$ cat src/rzad_pkg.sv
package rzad_pkg;

   localparam int METER_COUNT = 16;
   localparam int MAX_WINDOW = 64;
   localparam int SAMPLE_BITS = 24;

   localparam int METER_BITS = $clog2(METER_COUNT);
   localparam int SLOT_BITS = $clog2(MAX_WINDOW);
   localparam int RING_DEPTH = METER_COUNT * MAX_WINDOW;
   localparam int RING_ADDR_BITS = $clog2(RING_DEPTH);
   localparam int COUNT_BITS = 7;
   localparam int SUM_BITS = 31;
   localparam int SQSUM_BITS = 53;
   localparam int DIFF_BITS = 32;
   localparam int DEV_BITS = 60;
   localparam int A2_BITS = 62;
   localparam int LHS_BITS = 84;
   localparam int ND_BITS = 68;
   localparam int LIMB_BITS = 32;
   localparam int OPND_BITS = 96;
   localparam int ACC_BITS = 128;
   localparam int Z_BITS = 16;

   localparam int CSR_ADDR_BITS = 4;
   localparam int CSR_DATA_BITS = 32;
   localparam logic [1:0] REG_THRESHOLD = 2'd0;
   localparam logic [1:0] REG_WARMUP = 2'd1;
   localparam logic [1:0] REG_WINDOW = 2'd2;

   localparam logic [15:0] THRESHOLD_RESET = 16'd768;
   localparam logic [COUNT_BITS-1:0] WARMUP_RESET = 7'd8;
   localparam logic [COUNT_BITS-1:0] WINDOW_RESET = 7'd64;

   typedef struct packed {
      logic [METER_BITS-1:0] meter;
      logic signed [SAMPLE_BITS-1:0] sample;
   } req_type;

   typedef struct packed {
      logic signed [SAMPLE_BITS-1:0] window_mean;
      logic signed [Z_BITS-1:0] z_score;
      logic anomaly_flag;
      logic warmup_flag;
   } rsp_type;

   typedef struct packed {
      logic [15:0] threshold;
      logic [COUNT_BITS-1:0] warmup_count;
      logic [COUNT_BITS-1:0] window_length;
   } cfg_type;

   typedef enum logic [3:0] {
      OP_VSQ, OP_QN, OP_SSQ, OP_T2, OP_A2, OP_LHS, OP_ND, OP_NDT, OP_CSQ, OP_NDS, OP_OSQ
   } eng_op_type;

   typedef struct packed {
      logic load;
      logic diff_load;
      logic flat_set;
      logic start;
      logic finish;
      eng_op_type op;
      logic sinit;
      logic snext;
      logic zset;
      logic rd_old;
      logic n_inc;
      logic insert;
      logic store;
      logic out_load;
   } cmd_type;

   typedef struct packed {
      logic eng_idle;
      logic warming;
      logic n_lt2;
      logic dev_zero;
      logic n_ge_len;
      logic bit_zero;
      logic div_done;
      logic out_free;
   } status_type;

endpackage

$ cat src/rzad_ctrl.sv
module rzad_ctrl (
   input  logic                   clock,
   input  logic                   reset,
   input  logic                   req_valid,
   output logic                   req_stall,
   input  rzad_pkg::status_type   status,
   output rzad_pkg::cmd_type      cmd
);

   typedef enum logic [4:0] {
      ST_IDLE, ST_VSQ, ST_JUDGE, ST_QN, ST_SSQ, ST_DEVCHK, ST_FLAT, ST_T2, ST_A2, ST_LHS,
      ST_ND, ST_NDT, ST_SINIT, ST_CSQ, ST_NDS, ST_SNEXT, ST_ZSET, ST_UPDATE, ST_OLDRD,
      ST_INSERT, ST_STORE, ST_DIV, ST_OUT, ST_WAIT
   } state_type;

   state_type state_ff, state_in, ret_ff, ret_in;
   rzad_pkg::eng_op_type op_ff, op_in;

   always_comb begin
      state_in = state_ff;
      ret_in = ret_ff;
      op_in = op_ff;
      cmd = '0;
      cmd.op = op_ff;
      case (state_ff)
         ST_IDLE: begin
            if (req_valid) begin
               cmd.load = 1'b1;
               state_in = ST_VSQ;
            end
         end
         ST_VSQ: begin
            op_in = rzad_pkg::OP_VSQ;
            ret_in = ST_JUDGE;
         end
         ST_JUDGE: begin
            cmd.diff_load = 1'b1;
            if (status.warming) begin
               state_in = ST_UPDATE;
            end else if (status.n_lt2) begin
               state_in = ST_FLAT;
            end else begin
               state_in = ST_QN;
            end
         end
         ST_QN: begin
            op_in = rzad_pkg::OP_QN;
            ret_in = ST_SSQ;
         end
         ST_SSQ: begin
            op_in = rzad_pkg::OP_SSQ;
            ret_in = ST_DEVCHK;
         end
         ST_DEVCHK: begin
            state_in = status.dev_zero ? ST_FLAT : ST_T2;
         end
         ST_FLAT: begin
            cmd.flat_set = 1'b1;
            state_in = ST_UPDATE;
         end
         ST_T2: begin
            op_in = rzad_pkg::OP_T2;
            ret_in = ST_A2;
         end
         ST_A2: begin
            op_in = rzad_pkg::OP_A2;
            ret_in = ST_LHS;
         end
         ST_LHS: begin
            op_in = rzad_pkg::OP_LHS;
            ret_in = ST_ND;
         end
         ST_ND: begin
            op_in = rzad_pkg::OP_ND;
            ret_in = ST_NDT;
         end
         ST_NDT: begin
            op_in = rzad_pkg::OP_NDT;
            ret_in = ST_SINIT;
         end
         ST_SINIT: begin
            cmd.sinit = 1'b1;
            state_in = ST_CSQ;
         end
         ST_CSQ: begin
            op_in = rzad_pkg::OP_CSQ;
            ret_in = ST_NDS;
         end
         ST_NDS: begin
            op_in = rzad_pkg::OP_NDS;
            ret_in = ST_SNEXT;
         end
         ST_SNEXT: begin
            if (status.bit_zero) begin
               state_in = ST_ZSET;
            end else begin
               cmd.snext = 1'b1;
               state_in = ST_CSQ;
            end
         end
         ST_ZSET: begin
            cmd.zset = 1'b1;
            state_in = ST_UPDATE;
         end
         ST_UPDATE: begin
            if (status.n_ge_len) begin
               cmd.rd_old = 1'b1;
               state_in = ST_OLDRD;
            end else begin
               cmd.n_inc = 1'b1;
               state_in = ST_INSERT;
            end
         end
         ST_OLDRD: begin
            op_in = rzad_pkg::OP_OSQ;
            ret_in = ST_INSERT;
         end
         ST_INSERT: begin
            cmd.insert = 1'b1;
            state_in = ST_STORE;
         end
         ST_STORE: begin
            cmd.store = 1'b1;
            state_in = ST_DIV;
         end
         ST_DIV: begin
            if (status.div_done) begin
               state_in = ST_OUT;
            end
         end
         ST_OUT: begin
            if (status.out_free) begin
               cmd.out_load = 1'b1;
               state_in = ST_IDLE;
            end
         end
         ST_WAIT: begin
            if (status.eng_idle) begin
               cmd.finish = 1'b1;
               state_in = ret_ff;
            end
         end
         default: begin
            state_in = ST_IDLE;
         end
      endcase
      case (state_ff)
         ST_VSQ, ST_QN, ST_SSQ, ST_T2, ST_A2, ST_LHS, ST_ND, ST_NDT, ST_CSQ, ST_NDS,
         ST_OLDRD: begin
            cmd.start = 1'b1;
            cmd.op = op_in;
            state_in = ST_WAIT;
         end
         default: begin
         end
      endcase
   end

   always_ff @(posedge clock) begin
      if (reset) begin
         state_ff <= ST_IDLE;
         ret_ff <= ST_IDLE;
         op_ff <= rzad_pkg::OP_VSQ;
      end else begin
         state_ff <= state_in;
         ret_ff <= ret_in;
         op_ff <= op_in;
      end
   end

   assign req_stall = (state_ff != ST_IDLE);

   a_start_idle: assert property (@(posedge clock) disable iff (reset)
      cmd.start |-> status.eng_idle) else $error("engine started while busy");
   a_out_free: assert property (@(posedge clock) disable iff (reset)
      cmd.out_load |-> status.out_free) else $error("result loaded over a pending one");
   a_load_leaves: assert property (@(posedge clock) disable iff (reset)
      cmd.load |=> req_stall) else $error("request taken without leaving idle");

endmodule

$ cat config.mk
export PLATFORM = sky130hd
export DESIGN_NAME = rzad_ctrl
export DESIGN_NICKNAME = d
export VERILOG_FILES = /design/src/rzad_pkg.sv /design/src/rzad_ctrl.sv
export SDC_FILE = /design/constraint.sdc
export NUM_CORES = 1
export LEC_CHECK = 0
export BUFFER_PORTS_ARGS = -buffer_cell sky130_fd_sc_hd__buf_2
export CAP_MARGIN = 10
export CORE_MARGIN = 2
export CORE_UTILIZATION = 41
export DETAILED_ROUTE_END_ITERATION = 10
export GPL_TIMING_DRIVEN = 1
export SLEW_MARGIN = 30
export SYNTH_ARGS = -nofsm -noshare
export SYNTH_HDL_FRONTEND = slang
export SYNTH_SLANG_ARGS = --single-unit
$ cat constraint.sdc
create_clock -name clock -period 2.4 [get_ports clock]
set_clock_uncertainty 0.05 [all_clocks]
set_input_delay 0.12 -clock clock [delete_from_list [all_inputs] [get_ports clock]]
set_output_delay 0.12 -clock clock [all_outputs]
set_load 0.02 [all_outputs]
==> metrics.yaml, run 1 <==
timing.final.max_slew_violations: 0
antennaDiodeCount: 0
arrival_ns: 2.07
finish.cell_count_without_fillers: 239
grt_setup_unrepaired: "no"
layout.cells.most_common: "buf_2"
post_route_cells_drive_above_1_share: 0.267
reg2regPathDepth: 6
worstSkewPairLatency_ns: 0.28
slew_headroom: 0.574
count_of_cell_types_in_the_netlist: 51
cts.reportedPaths.clkPinSlew_ns: 0.08
outcome: "complete, no violations"
area_delta_synth_final_pct: 18.5
route.detailed.vias_per_inst: 6.21
cp.required_ns: 2.23
antenna_nets_post_route: 0
max_cap_viol_count: 0
postCtsSetupRepairBufs: 0
cellLeakagePower_uw: 0.000644
clock_tree_from_tritoncts: "yes"
first_pass_grt_wire_length_um: 6540
antenna_violations_before_repair: 0
final-hold-violation-count: 0
setup_tns_ns: 0
die-area_mm2: 0.00354
critPathLaunchType: "register"
io_buffers: 28
maximum_number_of_pins_on_one_net_before_global_route_repair: 19
yosysSeqAreaShare: 0.222
worst_max_slew_pin_slew_ns: 0.638
h-tree-depth: 1
pin_count: 29
first_global_vias: 1328
dp.cells: 235
cts_sinks: 14
layout.cells.most_common_list: "28 x buf_2, 18 x nor2_1, 14 x o21ai_0"
final_net_count: 218
setup-violations-final: 0
synth.cell_area_mm2: 0.00126
routabilityCongestion: 0.914
initial_core_utilization: 0.421
remaining_drc_errors: 0
whs_path_depth: 2
postCtsHoldBufs: 0
netlist.top_cell.by_area: "dfxtp_1"
yosys_warnings: 0
yosys-top-cells-area: "dfxtp_1 22%, o21ai_0 5.5%, nor2_1 5.3%, nor2b_1 5.0%, nand2_1 3.9%"
die_height_um: 59.5
synth_cells: 179
final_period_minus_worst_setup_slack_ns: 2.24
hpwl_um: 3070
cts_root_buf: "clkbuf_4"
dr.first_iter.drc_count: 103
core_area_mm2: 0.00300
cts_buffers: 3
global_route.usage.total: 0.244
drtPass1Iterations: 4
syn_area_per_cell_um2: 7.06
die_w_um: 59.5
grt_overflow: 0
synth_seq_cells: 14
powerDensity_mw_per_mm2: 1140
final.period_utilization: 0.935
ir_worst_vdd_uv: 419
worst-setup-path-type: "register to primary output"
num_rows: 20
final.fill_count: 318
synth_fp_nets: 190
max_freq_ghz: 0.446
synth.top_cell.area_share: 0.222
critPathMaxFanout: 10
total_wirelength_um: 4040
worstHoldPathType: "input pin to register"
num_vias: 1485
endpoint_kind: "primary output"
report.power.total_uw: 1710
routedWlPerCell_um: 16.9
async_flop_share: 0
synth_edf_count: 0
dominantRegCellSynth: "dfxtp_1"
cts_max_path_buffers: 2
synth_stat cells, types with 2 or more instances:
cell type  count
xor2_1         2
nand2_1       13
dfxtp_1       14
and3_1         2
a211oi_1       6
inv_2          2
nand2b_1       5
o21ai_0       14
buf_2          6
a2bb2oi_1      2
and2_1         4
nor3b_1        2
clkbuf_1       9
mux2i_1        2
nor2b_1       10
nor3_1         6
nor2_1        18
o22ai_1        2
o221a_2        2
inv_1          6
o21ai_1        2
a22o_1         2
nand3_1        6
a32o_1         2
nand4_1        5
a31oi_1        2
o21bai_1       2
a22oi_1        2
a21oi_1        7
state kept, by name, indices dropped and copies added (netlist names):
register and flops:
op_ff 4, ret_ff 5, state_ff 5
final timing paths:
kind,slack [ns],endpoint,startpoint
setup reg to reg,0.38,state_ff[0]$_SDFFE_PP0P_,state_ff[0]$_SDFFE_PP0P_
hold / removal,0.12,state_ff[0]$_SDFFE_PP0P_,reset
hold reg to reg,0.42,ret_ff[4]$_SDFFE_PP0P_,ret_ff[4]$_SDFFE_PP0P_
setup / recovery,0.16,cmd[10],state_ff[1]$_SDFFE_PP0P_
final cells by class:
class	instances	area (µm²)	share of cell area
clock buffers	4	36.3	0.0242
well taps	33	41.3	0.0276
multi-input cells	141	882	0.589
flip-flops and latches	14	285	0.190
inverters	8	30.0	0.0201
repair buffers	39	223	0.149
critical path: stages, from the launching register on:
cell	delay [ns]
dfxtp_1	0.44
buf_4	0.21
and2b_1	0.21
a211oi_1	0.35
nand2_1	0.16
a32o_1	0.27
buf_2	0.16
per-stage QoR:
stage / cell area [µm²] / utilization / worst slack (ns) / hold slack, ns
floorplan: 1260 / - / 0.484 / 0.255
global placement: 1460 / 0.485 / 0.309 / 0.395
detailed placement: 1460 / 0.485 / 0.269 / 0.402
CTS: 1490 / 0.498 / 0.00473 / 0.105
global route: 1500 / 0.499 / 0.00563 / 0.112
finish: 1500 / 0.499 / 0.156 / 0.118
routing by layer:
metal / global-route usage / wire, µm / vias to the layer above
li1: - / - / 709
met1: 0.356 / 1870 / 702
met2: 0.361 / 1860 / 66
met3: 0.0240 / 258 / 8
met4: 0.108 / 53 / 0
met5: 0 / 0 / -
report_power, final:
| group | total, µW | switching (µW) | internal (µW) |
|---|---|---|---|
| Combinational | 1130 | 679 | 453 |
| Clock | 171 | 78.9 | 92.4 |
| Sequential | 403 | 96.8 | 306 |
cells by family after synthesis:
kind of cell,count (synthesis),synth area share
AND/OR/NAND/NOR,78,0.326
flip-flops,14,0.222
XOR/XNOR,2,0.0139
AO/OA/AOI/OAI,59,0.343
multiplexers,2,0.0158
buffers and inverters,24,0.0802
repair_timing:
| item | in CTS | in global routing |
|---|---|---|
| resized for setup | 1 | 2 |
| hold endpoints to repair | 0 | 0 |
| endpoints found under the setup margin | 1 | 3 |
(Power assumes the default switching activity.)
==> run 2: changes to the inputs <==
- CTS_BUF_LIST: unset -> sky130_fd_sc_hd__clkbuf_8 sky130_fd_sc_hd__clkbuf_16
==> run 2 against run 1 <==
Effect of this change:
- sequential share of layout area is 0.37 points lower
- first-iteration DRC count is 14% higher
- worst hold slack better by 0.034 ns
- largest cell class unchanged
- clock-buffer cell count stayed put
- critical path type unchanged
==> metrics.yaml, run 2 (synthesis results as in run 1) <==
worstHoldPathType: "input pin to register"  # unchanged
whs_path_depth: 2  # unchanged
layout.cells.most_common: "buf_2"  # unchanged
report.power.total_uw: 1770  # was 1710 µW
max_cap_viol_count: 0  # unchanged
final_period_minus_worst_setup_slack_ns: 2.22  # was 2.24 ns
setup-violations-final: 0  # unchanged
setup_tns_ns: 0  # unchanged
arrival_ns: 2.05  # was 2.07 ns
timing.final.max_slew_violations: 0  # unchanged
antenna_violations_before_repair: 0  # unchanged
die-area_mm2: 0.00354  # unchanged
endpoint_kind: "primary output"  # unchanged
layout.cells.most_common_list: "28 x buf_2, 18 x nor2_1, 14 x o21ai_0"  # unchanged
cts.reportedPaths.clkPinSlew_ns: 0.06  # was 0.08 ns
grt_overflow: 0  # unchanged
h-tree-depth: 1  # unchanged
route.detailed.vias_per_inst: 6.25  # was 6.21
core_area_mm2: 0.00300  # unchanged
num_vias: 1494  # was 1485
reg2regPathDepth: 6  # unchanged
critPathMaxFanout: 10  # unchanged
timing.critical_path.max_delay_family: "compound AO/OA/AOI/OAI gates"  # unchanged
first_global_vias: 1360  # was 1328
cp.required_ns: 2.23  # about the same
num_rows: 20  # unchanged
post_route_cells_drive_above_1_share: 0.267  # unchanged
die_height_um: 59.5  # unchanged
powerDensity_mw_per_mm2: 1170  # was 1140 mW/mm²
final.period_utilization: 0.926  # was 0.935
io_buffers: 28  # unchanged
global_route.usage.total: 0.252  # was 0.244
antenna_nets_post_route: 0  # unchanged
first_pass_grt_wire_length_um: 6710  # was 6540 µm
cellLeakagePower_uw: 0.000651  # was 0.000644 µW
max_freq_ghz: 0.450  # was 0.446 GHz
cts_buffers: 3  # unchanged
top_regs: "ret_ff (5), state_ff (5), op_ff (4)"  # unchanged
initial_core_utilization: 0.421  # unchanged
final.fill_count: 320  # was 318
outcome: "complete, no violations"  # unchanged
cts_max_path_buffers: 2  # unchanged
critPathMaxStageDelay_ns: 0.43  # was 0.44 ns
maximum_number_of_pins_on_one_net_before_global_route_repair: 19  # unchanged
slew_headroom: 0.547  # was 0.574
critical_path_depth: 6  # unchanged
final-hold-violation-count: 0  # unchanged
cts_root_buf: "clkbuf_8"  # was clkbuf_4
critPathLaunchType: "register"  # unchanged
ir_worst_vdd_uv: 423  # was 419 µV
hpwl_um: 3070  # unchanged
routabilityCongestion: 0.914  # unchanged
area_delta_synth_final_pct: 19.8  # was 18.5%
crit_path_cell_trace: "buf_4 -> and2b_1 -> a211oi_1 -> nand2_1 -> a32o_1 -> buf_2"  # unchanged
cts_sinks: 14  # unchanged
dr.first_iter.drc_count: 117  # was 103
pin_count: 29  # unchanged
remaining_drc_errors: 0  # unchanged
clock_tree_from_tritoncts: "yes"  # unchanged
worstSkewPairLatency_ns: 0.25  # was 0.28 ns
antennaDiodeCount: 0  # unchanged
sum_of_buffers_and_inverters_on_the_critical_path: 2  # unchanged
routedWlPerCell_um: 17.4  # was 16.9 µm
crit_path_top_delay_cell: "dfxtp_1"  # unchanged
grt_setup_unrepaired: "no"  # unchanged
postCtsSetupRepairBufs: 0  # unchanged
drtPass1Iterations: 5  # was 4
worst-setup-path-type: "register to primary output"  # unchanged
final_net_count: 218  # unchanged
die_w_um: 59.5  # unchanged
worst_max_slew_pin_slew_ns: 0.677  # was 0.638 ns
total_wirelength_um: 4160  # was 4040 µm
-- run 2: timing repair --
item	in CTS	in global routing
gates resized for setup	0	2
endpoints found under the setup margin	0	4
hold buffers	0	0
-- run 2: metrics by stage --
step                cells   util  setup slack (ns)  hold WS, ns  area, µm²
finish                239  0.504             0.178        0.152       1510
detailed placement    235  0.485             0.269        0.402       1460
global route          239  0.504            0.0383        0.170       1510
CTS                   239  0.503            0.0397        0.152       1510
floorplan             179      -             0.484        0.255       1260
global placement      235  0.485             0.309        0.395       1460
-- run 2: final timing paths --
path | startpoint | to | slack, ns
worst max-delay path | state_ff[1]$_SDFFE_PP0P_ | cmd[10] | 0.18
worst min-delay path | reset | op_ff[3]$_SDFF_PP0_ | 0.15
worst max register to register | state_ff[0]$_SDFFE_PP0P_ | state_ff[0]$_SDFFE_PP0P_ | 0.35
worst min register to register | ret_ff[4]$_SDFFE_PP0P_ | ret_ff[4]$_SDFFE_PP0P_ | 0.41
-- run 2: cell type report --
class	count	area [µm²]	area share
multi-input combinational	141	882	0.583
sequential	14	283	0.187
timing repair buffer	39	223	0.147
clock buffer	4	55.1	0.0364
tap	33	41.3	0.0273
inverter	8	30.0	0.0198
-- run 2: layer usage --
metal	GRT usage	vias up	wire length, µm
li1	-	716	-
met1	0.350	688	1760
met2	0.377	77	1910
met3	0.0328	13	361
met4	0.137	0	127
met5	0	-	0
-- run 2: where the power goes --
part	internal, µW	switching (µW)	leakage (µW)	total, µW
clock network	145	87.2	0.0000288	233
registers	303	94.2	0.000115	398
logic	453	683	0.000507	1140
total	902	865	0.000651	1770
